<file path="src/rtl/bwpe_pkg.sv">
// shared types, constants and functions of the warp polynomial evaluator
package bwpe_pkg;

	localparam int MAX_TERMS_DEF = 45;
	localparam int TAB_TERMS     = 45;
	localparam int NUM_TIERS     = 11;
	localparam int FRAC          = 17;
	localparam int MAX_POW       = 8;
	localparam int POW_AW        = $clog2(MAX_POW + 1);
	localparam int XW            = 18;
	localparam int PW            = XW + 1;
	localparam int PROD_W        = 2 * PW;
	localparam int COEF_W        = 32;
	localparam int TERM_W        = COEF_W + PW;
	localparam int ACC_W         = TERM_W + 6;
	localparam int VAL_W         = 48;
	localparam int IDX_W         = 6;
	localparam int TC_W          = 6;
	localparam int PDATA_W       = 32;
	localparam int PADDR_W       = 3;

	localparam logic signed [PW-1:0]     POW_ONE   = PW'(1 << FRAC);
	localparam logic signed [PROD_W-1:0] POW_HALF  = PROD_W'(1 << (FRAC - 1));
	localparam logic signed [63:0]       VAL_MAX   = 64'sd140737488355327;
	localparam logic signed [63:0]       VAL_MIN   = -64'sd140737488355328;
	localparam logic [5:0]               TC_RESET  = 6'd45;

	// register index, taken from paddr bit 2
	localparam logic REG_TERM_COUNT = 1'b0;

	typedef enum logic [2:0] {
		ST_IDLE,
		ST_POW,
		ST_TERM,
		ST_DRAIN,
		ST_DONE
	} bwpe_state_t;

	typedef struct packed {
		logic clear;
		logic issue;
	} mac_ctl_t;

	localparam logic [IDX_W-1:0] TIER_END [NUM_TIERS] = '{
		6'd3, 6'd6, 6'd10, 6'd15, 6'd19, 6'd22, 6'd25, 6'd27, 6'd31, 6'd37, 6'd45
	};

	localparam logic [POW_AW-1:0] XPOW_TAB [TAB_TERMS] = '{
		4'd0, 4'd1, 4'd0, 4'd2, 4'd1, 4'd0, 4'd3, 4'd2, 4'd1, 4'd0, 4'd4, 4'd3,
		4'd2, 4'd1, 4'd0, 4'd4, 4'd3, 4'd2, 4'd1, 4'd4, 4'd3, 4'd2, 4'd4, 4'd3,
		4'd4, 4'd5, 4'd0, 4'd6, 4'd5, 4'd0, 4'd1, 4'd7, 4'd6, 4'd5, 4'd2, 4'd1,
		4'd0, 4'd8, 4'd7, 4'd6, 4'd5, 4'd0, 4'd1, 4'd2, 4'd3
	};

	localparam logic [POW_AW-1:0] YPOW_TAB [TAB_TERMS] = '{
		4'd0, 4'd0, 4'd1, 4'd0, 4'd1, 4'd2, 4'd0, 4'd1, 4'd2, 4'd3, 4'd0, 4'd1,
		4'd2, 4'd3, 4'd4, 4'd1, 4'd2, 4'd3, 4'd4, 4'd2, 4'd3, 4'd4, 4'd3, 4'd4,
		4'd4, 4'd0, 4'd5, 4'd0, 4'd1, 4'd6, 4'd5, 4'd0, 4'd1, 4'd2, 4'd5, 4'd6,
		4'd7, 4'd0, 4'd1, 4'd2, 4'd3, 4'd8, 4'd7, 4'd6, 4'd5
	};

	function automatic logic [POW_AW-1:0] xpow_of(input logic [IDX_W-1:0] idx);
		logic [POW_AW-1:0] r;
		r = '0;
		if (int'(idx) < TAB_TERMS) begin
			r = XPOW_TAB[idx];
		end
		return r;
	endfunction

	function automatic logic [POW_AW-1:0] ypow_of(input logic [IDX_W-1:0] idx);
		logic [POW_AW-1:0] r;
		r = '0;
		if (int'(idx) < TAB_TERMS) begin
			r = YPOW_TAB[idx];
		end
		return r;
	endfunction

	// largest tier end covered by the term count and the store depth
	function automatic logic [IDX_W-1:0] tier_limit(input logic [TC_W-1:0] tc,
			input int max_terms);
		logic [IDX_W-1:0] lim;
		lim = '0;
		for (int i = 0; i < NUM_TIERS; i++) begin
			if (tc >= TIER_END[i] && int'(TIER_END[i]) <= max_terms) begin
				lim = TIER_END[i];
			end
		end
		return lim;
	endfunction

	// round half up and drop the fraction of a Q1.17 by Q1.17 product
	function automatic logic signed [PW-1:0] rnd_pow(input logic signed [PROD_W-1:0] p);
		logic signed [PROD_W-1:0] t;
		t = p + POW_HALF;
		return t[FRAC+PW-1:FRAC];
	endfunction

endpackage

</file>
<file path="src/rtl/bwpe_pow.sv">
// power tables of x and y, built one power a cycle by a shared multiplier pair
module bwpe_pow (
	input  logic                             clk,
	input  logic                             arst_n,
	input  logic                             start,
	input  logic signed [bwpe_pkg::XW-1:0]   x,
	input  logic signed [bwpe_pkg::XW-1:0]   y,
	input  logic [bwpe_pkg::POW_AW-1:0]      rd_xp,
	input  logic [bwpe_pkg::POW_AW-1:0]      rd_yp,
	output logic                             busy,
	output logic signed [bwpe_pkg::PW-1:0]   px_rd,
	output logic signed [bwpe_pkg::PW-1:0]   py_rd
);
	import bwpe_pkg::*;

	logic signed [PW-1:0]     px_q [MAX_POW+1];
	logic signed [PW-1:0]     py_q [MAX_POW+1];
	logic signed [PW-1:0]     cur_x_q, cur_y_q;
	logic signed [XW-1:0]     x_q, y_q;
	logic [POW_AW-1:0]        cnt_q;
	logic                     busy_q;
	logic signed [PW-1:0]     sx, sy, nx, ny;
	logic signed [PROD_W-1:0] prod_x, prod_y;

	assign sx     = PW'(x_q);
	assign sy     = PW'(y_q);
	assign prod_x = cur_x_q * sx;
	assign prod_y = cur_y_q * sy;
	assign nx     = rnd_pow(prod_x);
	assign ny     = rnd_pow(prod_y);

	always_ff @(posedge clk or negedge arst_n) begin
		if (!arst_n) begin
			busy_q <= 1'b0;
			cnt_q  <= '0;
		end else if (start) begin
			busy_q <= 1'b1;
			cnt_q  <= POW_AW'(1);
		end else if (busy_q) begin
			cnt_q <= cnt_q + POW_AW'(1);
			if (cnt_q == POW_AW'(MAX_POW)) begin
				busy_q <= 1'b0;
			end
		end
	end

	always_ff @(posedge clk) begin
		if (start) begin
			px_q[0] <= POW_ONE;
			py_q[0] <= POW_ONE;
			cur_x_q <= POW_ONE;
			cur_y_q <= POW_ONE;
			x_q     <= x;
			y_q     <= y;
		end else if (busy_q) begin
			px_q[cnt_q] <= nx;
			py_q[cnt_q] <= ny;
			cur_x_q     <= nx;
			cur_y_q     <= ny;
		end
	end

	assign busy  = busy_q;
	assign px_rd = px_q[rd_xp];
	assign py_rd = py_q[rd_yp];
endmodule

</file>
<file path="config.mk">
export PLATFORM = sky130hd
export DESIGN_NAME = bwpe_pow
export DESIGN_NICKNAME = d
export VERILOG_FILES = /design/src/rtl/bwpe_pkg.sv /design/src/rtl/bwpe_pow.sv
export SDC_FILE = /design/constraint.sdc
export NUM_CORES = 2
export LEC_CHECK = 0
export BUFFER_PORTS_ARGS = -buffer_cell sky130_fd_sc_hd__buf_2
export CORE_UTILIZATION = 40
export DETAILED_ROUTE_END_ITERATION = 6
export PLACE_DENSITY = 0.53
export SYNTH_ARGS = -nofsm -noshare
export SYNTH_HDL_FRONTEND = slang
export SYNTH_SLANG_ARGS = --single-unit
export TNS_END_PERCENT = 1
</file>
<file path="constraint.sdc">
create_clock -name clk -period 7.6 [get_ports clk]
set_input_delay 0.38 -clock clk [delete_from_list [all_inputs] [get_ports clk]]
set_output_delay 0.38 -clock clk [all_outputs]
set_load 0.01 [all_outputs]
</file>
==> qor.csv <==
metric,value,unit
dp.cells,4783,
io_pins,86,
initial_core_util,40.48,%
cts.root.buffer_cell,clkbuf_16,
hold_viol,0,
multiInputGateArea,24320,sq um
cts_buffer_depth,3,
grt_pass1_wl,158300,um
setup_viol_count_final,0,
grt_max_degree,39,
vias,24170,
rsz0062_at_grt,false,
synthArstFlopShare,1.188,%
antenna_cells,0,
r2r_slack,0.41,ns
drc_errors,0,
synth_warnings,0,
drtIter0Drc,1286,
critical_path.max_fanout,19,
overflow,0,
cts_setup_buffers,0,
core,98560,sq um
gp_congestion,0.8489,
syn_area,39900,sq um
seqCellArea,12240,sq um
hold_class,input port to flip-flop,
layout.cells.non_filler,4908,
skew,0.02348,ns
worstMarginPinSlew,1.113,ns
drv_cap,0,
pre_cts_ws,0.3801,ns
rows,115,
timing.rr.end,px_q[6][18],
cp.arrival,7.60,ns
synth_cell_type_count,70,
synth_edf_count,378,
setup_tns,0,ns
die_h,317.8,um
routed_wl,98530,um
ant_nets,0,
viasPerCell,4.925,
fp.dieArea,101000,sq um
synth_seq_cells,421,
numPortBuffers,85,
synth.net_count,4368,
setup_slack,0.4109,ns
critPathKind,flip-flop to flip-flop,
synth_area_per_cell,11.50,sq um
seq_area_frac_synth,30.67,%
dr.pass1.iters,5,
post_drt_wl_per_cell,20.07,um
cts_buffers,48,
finish.utilization,44.84,%
min_period,7.189,ns
synth_cells,3469,
cp_data_required_time,8.02,ns
grt_pass1_vias,27070,
cts_max_level,2,
status,finished clean,
crit_path_end_kind,flip-flop,
fmax,139.1,MHz
grt_usage,20.40,%
reg2regPathDepth,20,
slew_headroom,25.22,%
r2r-start,x_q[5],
synthFlopType,edfxtp_1,
hpwl,74500,um
hold_start,start,
die_w,317.8,um
min_path_cells,2,
area_growth,10.77,%
tritoncts,done,
cts.sinks,421,
fin_crit_sh,94.59,%
layout-drive-gt1-share,10.47,%
slew_viol_final,0,
critPathLaunchType,flip-flop,
path_clk_slew,0.06,ns
clk_latency,0.62,ns
nFillCells,9175,
hold_end,cnt_q[3],
antenna_found_initial,5,
fin_nets,4482,
flip-flops by register name, indices dropped and copies added (netlist names):
register,count
cur_x_q,19
busy,1
y_q,18
px_q,171
cur_y_q,19
cnt_q,4
py_q,171
x_q,18
kinds of logic after synthesis:
group,Yosys count,synth area share (%)
AND/OR/NAND/NOR,910,11.25
buffers and inverters,903,8.539
adder cells (fa/ha/maj),852,39.48
flip-flops,421,30.67
AO/OA/AOI/OAI,215,3.591
multiplexers,120,5.422
XOR/XNOR,48,1.054
what timing repair did:
action                                  4_1_cts  5_1_grt
endpoints found under the hold margin        41        0
gates resized for setup                       0        2
endpoints found under the setup margin        0       19
hold buffers                                 37        0
synthesized netlist by cell type, types with 39 or more instances:
master	count	area share (%)
clkbuf_1	149	1.4
a21oi_1	39	0.49
nand2_1	405	3.8
mux2i_1	41	1.0
inv_1	738	6.9
mux4_2	76	4.3
ha_1	174	5.5
fa_1	678	34
o21ai_0	67	0.84
edfxtp_1	378	28
and2_1	328	5.1
nor2_1	71	0.67
metal layers:
layer / share of wire, % / global-route usage (%) / up-vias
met5: 0.026 / 0 / -
met4: 1.9 / 4.218 / 4
met2: 48 / 34.46 / 430
li1: - / - / 11030
met3: 4.6 / 2.904 / 106
met1: 45 / 27.99 / 12610
final cells by class:
class                           count  area share, %
Multi-Input combinational cell   2145          55.04
Sequential cell                   421          27.69
Inverter                          738          6.268
Tap cell                         1287          3.644
Timing Repair Buffer              229          3.624
Clock buffer                       60          2.913
Clock inverter                     28         0.8238
layout by cell type, fill, tap and decap left out, types with 5 or more instances in the layout:
cell type and n:
xor2_1 12, or3_1 5, and3_1 10, nand3_1 14
buf_2 84, a21o_1 30, mux2i_1 41, fa_1 678
a31oi_1 5, mux4_2 76, o21a_1 7, ha_1 174
nand2b_1 19, a22o_1 8, buf_4 108, nor3b_1 5
nand3b_1 5, clkbuf_1 9, edfxtp_1 378, and2_1 328
dfxtp_1 38, o31ai_1 7, dfrtp_1 5, inv_1 738
nand2_1 405, clkbuf_16 49, clkinv_1 7, nor3_1 19
a21oi_1 39, o21ai_0 67, nor2_1 67, xnor2_1 36
nand4_1 9, dlygate4sd3_1 37, bufinv_16 5
worst max-delay path, stage by stage, from the launching register on:
cell       delay (ns)
edfxtp_1         0.71
and2_1           0.33
fa_1             0.73
inv_1            0.11
fa_1             0.57
inv_1            0.33
fa_1             0.51
fa_1             0.51
fa_1             0.49
inv_1            0.05
fa_1             0.47
inv_1            0.04
ha_1             0.35
nand4_1          0.14
nor3_1           0.33
nand3_1          0.20
o2111ai_1        0.33
a31oi_2          0.17
a21oi_2          0.17
xnor2_1          0.15
and2_1           0.30
worst max-delay path by stage:
| stage | startpoint | to | cells past startpoint |
|---|---|---|---|
| finish | x_q[5] | px_q[6][18] | 20 |
| global route | x_q[5] | cur_x_q[17] | 21 |
| CTS | x_q[5] | px_q[4][15] | 19 |
| detailed placement | x_q[5] | px_q[4][15] | 19 |
| global placement | x_q[5] | px_q[4][15] | 19 |
| floorplan | cur_x_q[18] | cur_x_q[17] | 23 |
per-stage QoR:
stage / hold WS [ns] / instance area [sq um]
detailed placement: 0.2134 / 42170
floorplan: 0.08441 / 39900
finish: 0.1990 / 44190
CTS: 0.1740 / 44190
global placement: 0.2130 / 42170
global route: 0.1771 / 44190
Power is left out: the tool's default activity adds up to more than one toggle a clock period on the data nets, which glitch-free logic cannot reach.
