<file path="config.mk">
export PLATFORM = sky130hd
export DESIGN_NAME = bwpe_mac
export DESIGN_NICKNAME = d
export VERILOG_FILES = /design/src/rtl/bwpe_pkg.sv /design/src/rtl/bwpe_mac.sv
export SDC_FILE = /design/constraint.sdc
export NUM_CORES = 2
export LEC_CHECK = 0
export BUFFER_PORTS_ARGS = -buffer_cell sky130_fd_sc_hd__buf_2
export CORE_ASPECT_RATIO = 0.75
export CORE_MARGIN = 2
export CORE_UTILIZATION = 50
export DETAILED_ROUTE_END_ITERATION = 12
export PLACE_DENSITY = 0.66
export SLEW_MARGIN = 20
export SYNTH_ARGS = -nofsm -noshare
export SYNTH_HDL_FRONTEND = slang
export SYNTH_SLANG_ARGS = --single-unit
</file>
<file path="constraint.sdc">
create_clock -name clk -period 15.4 [get_ports clk]
set_input_delay 3.08 -clock clk [delete_from_list [all_inputs] [get_ports clk]]
set_output_delay 3.08 -clock clk [all_outputs]
set_load 0.02 [all_outputs]
</file>
<file path="src/rtl/bwpe_pkg.sv">
// shared types, constants and functions of the warp polynomial evaluator
package bwpe_pkg;

	localparam int MAX_TERMS_DEF = 45;
	localparam int TAB_TERMS     = 45;
	localparam int NUM_TIERS     = 11;
	localparam int FRAC          = 17;
	localparam int MAX_POW       = 8;
	localparam int POW_AW        = $clog2(MAX_POW + 1);
	localparam int XW            = 18;
	localparam int PW            = XW + 1;
	localparam int PROD_W        = 2 * PW;
	localparam int COEF_W        = 32;
	localparam int TERM_W        = COEF_W + PW;
	localparam int ACC_W         = TERM_W + 6;
	localparam int VAL_W         = 48;
	localparam int IDX_W         = 6;
	localparam int TC_W          = 6;
	localparam int PDATA_W       = 32;
	localparam int PADDR_W       = 3;

	localparam logic signed [PW-1:0]     POW_ONE   = PW'(1 << FRAC);
	localparam logic signed [PROD_W-1:0] POW_HALF  = PROD_W'(1 << (FRAC - 1));
	localparam logic signed [63:0]       VAL_MAX   = 64'sd140737488355327;
	localparam logic signed [63:0]       VAL_MIN   = -64'sd140737488355328;
	localparam logic [5:0]               TC_RESET  = 6'd45;

	// register index, taken from paddr bit 2
	localparam logic REG_TERM_COUNT = 1'b0;

	typedef enum logic [2:0] {
		ST_IDLE,
		ST_POW,
		ST_TERM,
		ST_DRAIN,
		ST_DONE
	} bwpe_state_t;

	typedef struct packed {
		logic clear;
		logic issue;
	} mac_ctl_t;

	localparam logic [IDX_W-1:0] TIER_END [NUM_TIERS] = '{
		6'd3, 6'd6, 6'd10, 6'd15, 6'd19, 6'd22, 6'd25, 6'd27, 6'd31, 6'd37, 6'd45
	};

	localparam logic [POW_AW-1:0] XPOW_TAB [TAB_TERMS] = '{
		4'd0, 4'd1, 4'd0, 4'd2, 4'd1, 4'd0, 4'd3, 4'd2, 4'd1, 4'd0, 4'd4, 4'd3,
		4'd2, 4'd1, 4'd0, 4'd4, 4'd3, 4'd2, 4'd1, 4'd4, 4'd3, 4'd2, 4'd4, 4'd3,
		4'd4, 4'd5, 4'd0, 4'd6, 4'd5, 4'd0, 4'd1, 4'd7, 4'd6, 4'd5, 4'd2, 4'd1,
		4'd0, 4'd8, 4'd7, 4'd6, 4'd5, 4'd0, 4'd1, 4'd2, 4'd3
	};

	localparam logic [POW_AW-1:0] YPOW_TAB [TAB_TERMS] = '{
		4'd0, 4'd0, 4'd1, 4'd0, 4'd1, 4'd2, 4'd0, 4'd1, 4'd2, 4'd3, 4'd0, 4'd1,
		4'd2, 4'd3, 4'd4, 4'd1, 4'd2, 4'd3, 4'd4, 4'd2, 4'd3, 4'd4, 4'd3, 4'd4,
		4'd4, 4'd0, 4'd5, 4'd0, 4'd1, 4'd6, 4'd5, 4'd0, 4'd1, 4'd2, 4'd5, 4'd6,
		4'd7, 4'd0, 4'd1, 4'd2, 4'd3, 4'd8, 4'd7, 4'd6, 4'd5
	};

	function automatic logic [POW_AW-1:0] xpow_of(input logic [IDX_W-1:0] idx);
		logic [POW_AW-1:0] r;
		r = '0;
		if (int'(idx) < TAB_TERMS) begin
			r = XPOW_TAB[idx];
		end
		return r;
	endfunction

	function automatic logic [POW_AW-1:0] ypow_of(input logic [IDX_W-1:0] idx);
		logic [POW_AW-1:0] r;
		r = '0;
		if (int'(idx) < TAB_TERMS) begin
			r = YPOW_TAB[idx];
		end
		return r;
	endfunction

	// largest tier end covered by the term count and the store depth
	function automatic logic [IDX_W-1:0] tier_limit(input logic [TC_W-1:0] tc,
			input int max_terms);
		logic [IDX_W-1:0] lim;
		lim = '0;
		for (int i = 0; i < NUM_TIERS; i++) begin
			if (tc >= TIER_END[i] && int'(TIER_END[i]) <= max_terms) begin
				lim = TIER_END[i];
			end
		end
		return lim;
	endfunction

	// round half up and drop the fraction of a Q1.17 by Q1.17 product
	function automatic logic signed [PW-1:0] rnd_pow(input logic signed [PROD_W-1:0] p);
		logic signed [PROD_W-1:0] t;
		t = p + POW_HALF;
		return t[FRAC+PW-1:FRAC];
	endfunction

endpackage

</file>
<file path="src/rtl/bwpe_mac.sv">
// monomial, coefficient product and exact accumulation pipeline
module bwpe_mac (
	input  logic                                clk,
	input  logic                                arst_n,
	input  bwpe_pkg::mac_ctl_t                  ctl,
	input  logic signed [bwpe_pkg::PW-1:0]      px,
	input  logic signed [bwpe_pkg::PW-1:0]      py,
	input  logic signed [bwpe_pkg::COEF_W-1:0]  coef,
	output logic                                busy,
	output logic signed [bwpe_pkg::ACC_W-1:0]   acc
);
	import bwpe_pkg::*;

	logic                     v_s1, v_s2, v_s3;
	logic signed [PROD_W-1:0] mono_s1;
	logic signed [PW-1:0]     m_s2;
	logic signed [COEF_W-1:0] coef_s2;
	logic signed [TERM_W-1:0] term_s3;
	logic signed [ACC_W-1:0]  acc_q;

	always_ff @(posedge clk or negedge arst_n) begin
		if (!arst_n) begin
			v_s1  <= 1'b0;
			v_s2  <= 1'b0;
			v_s3  <= 1'b0;
			acc_q <= '0;
		end else begin
			v_s1 <= ctl.issue;
			v_s2 <= v_s1;
			v_s3 <= v_s2;
			if (ctl.clear) begin
				acc_q <= '0;
			end else if (v_s3) begin
				acc_q <= acc_q + ACC_W'(term_s3);
			end
		end
	end

	// coef arrives from the ram in the cycle after the issue, next to mono_s1
	always_ff @(posedge clk) begin
		mono_s1 <= px * py;
		if (v_s1) begin
			m_s2    <= rnd_pow(mono_s1);
			coef_s2 <= coef;
		end
		if (v_s2) begin
			term_s3 <= coef_s2 * m_s2;
		end
	end

	assign busy = v_s1 | v_s2 | v_s3;
	assign acc  = acc_q;
endmodule

</file>
==> impl_results.md <==
* Result of the run: completed
* Cell count after synthesis at 4,453
* Placed cell count at 5,550
* Setup Skew at 0.0244 ns
* Clock sink count at 182
* Effective utilization at floorplan at 0.505
* Per-cell routed wire length at 18.8 um
* Post-detailed-route count of antenna-violating nets at 0
* First-iteration detailed-routing DRC count at 2,147
* Commonest register cell after synthesis: sky130_fd_sc_hd__edfxtp_1
* Clock insertion delay at the later pin of the skew report at 0.52 ns
* Number of search-and-repair iterations in the first detailed-routing pass at 7
* Half-perimeter wire length after detailed placement at 82,200 um
* Clock buffers created by TritonCTS at 17
* Post-CTS sizing at 0
* Worst slew slack as a fraction of its limit at 0.319
* Overflow left after global routing at 0
* Number of setup buffers added after CTS at 0
* Residual DRC count at 0
* Post-layout min period at 9.36 ns
* Clock tree root driver cell: sky130_fd_sc_hd__clkbuf_16
* Post-synthesis net count at 5,771
* Start-to-end type of the worst setup path: in2reg
* Die width at 341 um
* Share of the cycle needed by the critical path after routing at 0.608
* RSZ-0062 raised after global routing: false
* Wire length of the first global-routing pass at 173,000 um
* Number of inserted diodes at 0
* Yosys top cell area share at 0.445
* Type of the most critical hold path: reg2reg
* Wirelength, routed at 105,000 um
* Top-Level Pins at 132
* Total track usage at 0.253
* CP Launch Type: input pin
* Number of pins with negative max-slew slack in the final report at 0
* Number of distinct standard cells referenced by the synthesized netlist at 72
* Final Hold Vio Count at 0
* Per-instance average area after synthesis at 9.55 um^2
* Die span in y at 257 um
* Routability congestion estimate from global placement at 0.878
* Proportion of synthesized chip area in sequential cells at 0.117
* Vias in the first global route at 31,800
* Max Cap Violations at 0
* TritonCTS clock tree: built
* Max frequency at 107 MHz
* Minimum hold slack at 0.529 ns
* Netlist area before placement at 42,500 um^2
* Worst setup EP type: flip-flop
* Post-synth EDFFs at 102
* Largest fanout on the critical path at 18
* Number of buffers inserted by port buffering at 131
* Setup tns final at 0 ns
* Core area at 84,100 um^2
* Cell accounting for the most synthesized area: sky130_fd_sc_hd__fa_1
* Via count at 29,900
* Endpoints failing setup at 0
* Post-place instance area at 44,100 um^2
* Post-synthesis to final-layout area growth at 5.28%
* Via density per instance at 5.35
* Clock slew seen by the registers of the worst setup and hold paths at 0.08 ns
* Row count at 92
* Required time worst endpoint at 15.79 ns
* Most frequent cells after synthesis: 956 x sky130_fd_sc_hd__inv_1, 945 x sky130_fd_sc_hd__fa_1, 577 x sky130_fd_sc_hd__nand2_1
* H-tree depth at 4
* Total of hold buffers inserted after clock tree synthesis at 0
* Flip-flop and latch count after synthesis at 182
* Clock tree buffer depth at 2
* Share of flip-flops with an asynchronous set or reset after synthesis at 0.330
* DIE AREA at 87,400 um^2
* Final Net Count at 5,759
* Number of antenna violations at the first check in global routing at 2
* Most area-consuming cells after synthesis: sky130_fd_sc_hd__fa_1 44%, sky130_fd_sc_hd__ha_1 8.8%, sky130_fd_sc_hd__inv_1 8.4%
* Final Cell Area at 44,800 um^2
* Data arrival time at the worst-slack endpoint at 9.75 ns
* Most instantiated library cell after synthesis: sky130_fd_sc_hd__inv_1
* Slew of the pin with the lowest slew margin at 1.02 ns
* Synth warn at 0
* Largest net degree at the start of global routing at 61
* Share of layout cells above drive strength 1 at 0.0507
* Non-filler instance count after layout at 5,582
## placed cells by master, fill, tap and decap left out, types with 4 or more instances in the layout
cell	instances
sky130_fd_sc_hd__nand2_1	577
sky130_fd_sc_hd__nand4_1	22
sky130_fd_sc_hd__a211oi_1	21
sky130_fd_sc_hd__xnor2_1	99
sky130_fd_sc_hd__buf_4	42
sky130_fd_sc_hd__a221o_1	4
sky130_fd_sc_hd__xor2_1	52
sky130_fd_sc_hd__dfxtp_1	20
sky130_fd_sc_hd__dfrtp_1	57
sky130_fd_sc_hd__nand2b_1	31
sky130_fd_sc_hd__a211o_1	7
sky130_fd_sc_hd__o31ai_1	6
sky130_fd_sc_hd__nand3_1	44
sky130_fd_sc_hd__o211ai_1	15
sky130_fd_sc_hd__and2_1	422
sky130_fd_sc_hd__a31oi_1	15
sky130_fd_sc_hd__o21ai_0	53
sky130_fd_sc_hd__inv_1	956
sky130_fd_sc_hd__o21a_1	12
sky130_fd_sc_hd__o21bai_1	22
sky130_fd_sc_hd__a32o_1	4
sky130_fd_sc_hd__fa_1	945
sky130_fd_sc_hd__o21ai_1	8
sky130_fd_sc_hd__or3_1	6
sky130_fd_sc_hd__a21oi_1	109
sky130_fd_sc_hd__clkbuf_16	18
sky130_fd_sc_hd__a21boi_0	6
sky130_fd_sc_hd__nor3_1	18
sky130_fd_sc_hd__edfxtp_1	102
sky130_fd_sc_hd__buf_2	131
sky130_fd_sc_hd__nor2b_1	19
sky130_fd_sc_hd__nor2_1	128
sky130_fd_sc_hd__o22ai_1	6
sky130_fd_sc_hd__a21o_1	58
sky130_fd_sc_hd__clkinv_8	5
sky130_fd_sc_hd__ha_1	299
sky130_fd_sc_hd__mux2i_1	33
sky130_fd_sc_hd__and3_1	14
## worst max-delay path, stage by stage
cell and delay [ns]:
sky130_fd_sc_hd__buf_2 0.21, sky130_fd_sc_hd__and2_1 0.27, sky130_fd_sc_hd__fa_1 0.78, sky130_fd_sc_hd__fa_1 0.53, sky130_fd_sc_hd__fa_1 0.89, sky130_fd_sc_hd__inv_1 0.17, sky130_fd_sc_hd__fa_1 0.51, sky130_fd_sc_hd__inv_1 0.05
sky130_fd_sc_hd__fa_1 0.55, sky130_fd_sc_hd__fa_1 0.42, sky130_fd_sc_hd__ha_1 0.29, sky130_fd_sc_hd__ha_1 0.33, sky130_fd_sc_hd__a221o_1 0.39, sky130_fd_sc_hd__nand2_1 0.08, sky130_fd_sc_hd__o311a_1 0.24, sky130_fd_sc_hd__a211oi_1 0.15
sky130_fd_sc_hd__o31a_1 0.31, sky130_fd_sc_hd__o21ai_0 0.24, sky130_fd_sc_hd__nand2b_1 0.11, sky130_fd_sc_hd__xnor2_1 0.13
## metrics by stage
stage,setup WS (ns),utilization
CTS,6.04,0.532
finish,6.04,0.532
detailed placement,5.51,0.524
floorplan,6.18,-
global route,5.61,0.532
global placement,5.61,0.524
## cell type report
type                       count  area (um^2)
sequential                   182         4970
clock buffer                  19          454
fill                        7645        39400
multi-input combinational   3111        33200
clock inverter                13          179
timing repair buffer         173          971
inverter                     956         3590
tap                         1128         1410
## cell families (layout without fill, tap and decap cells)
logic type	after synthesis	after routing	share of synthesized area
compound gates	386	386	0.0608
xor+xnor	151	151	0.0311
fa+ha+maj	1244	1244	0.533
buf+inv	1160	1161	0.103
flops	182	182	0.117
mux	33	33	0.00777
simple gates	1297	1297	0.148
## layer usage
| metal | vias to the layer above | global-route usage | wire, um |
|---|---|---|---|
| met2 | 944 | 0.395 | 48200 |
| li1 | 13400 | - | - |
| met3 | 123 | 0.0486 | 7710 |
| met5 | - | 0 | 9 |
| met1 | 15400 | 0.367 | 46800 |
| met4 | 2 | 0.0590 | 2060 |
## sequential cells by signal (all words and copies together) (netlist names)
signal	flops
acc	57
term_s3	51
coef_s2	32
mono_s1	20
m_s2	19
v_s1	1
v_s2	1
v_s3	1
## worst paths after layout
check                                  from           to  slack (ns)  cells past startpoint
worst max-delay path                  py[1]  mono_s1[35]        6.04                     20
worst min-delay path                acc[25]      acc[25]        0.53                      2
worst max register to register  coef_s2[14]  term_s3[50]        7.16                     20
worst min register to register      acc[25]      acc[25]        0.53                      2
max in group asynchronous            arst_n         v_s2       12.03                      2
min in group asynchronous            arst_n       acc[7]        2.75                      2
Power is not shown: default switching activity piles up to over one toggle a cycle in this logic, so the estimate is an artifact.
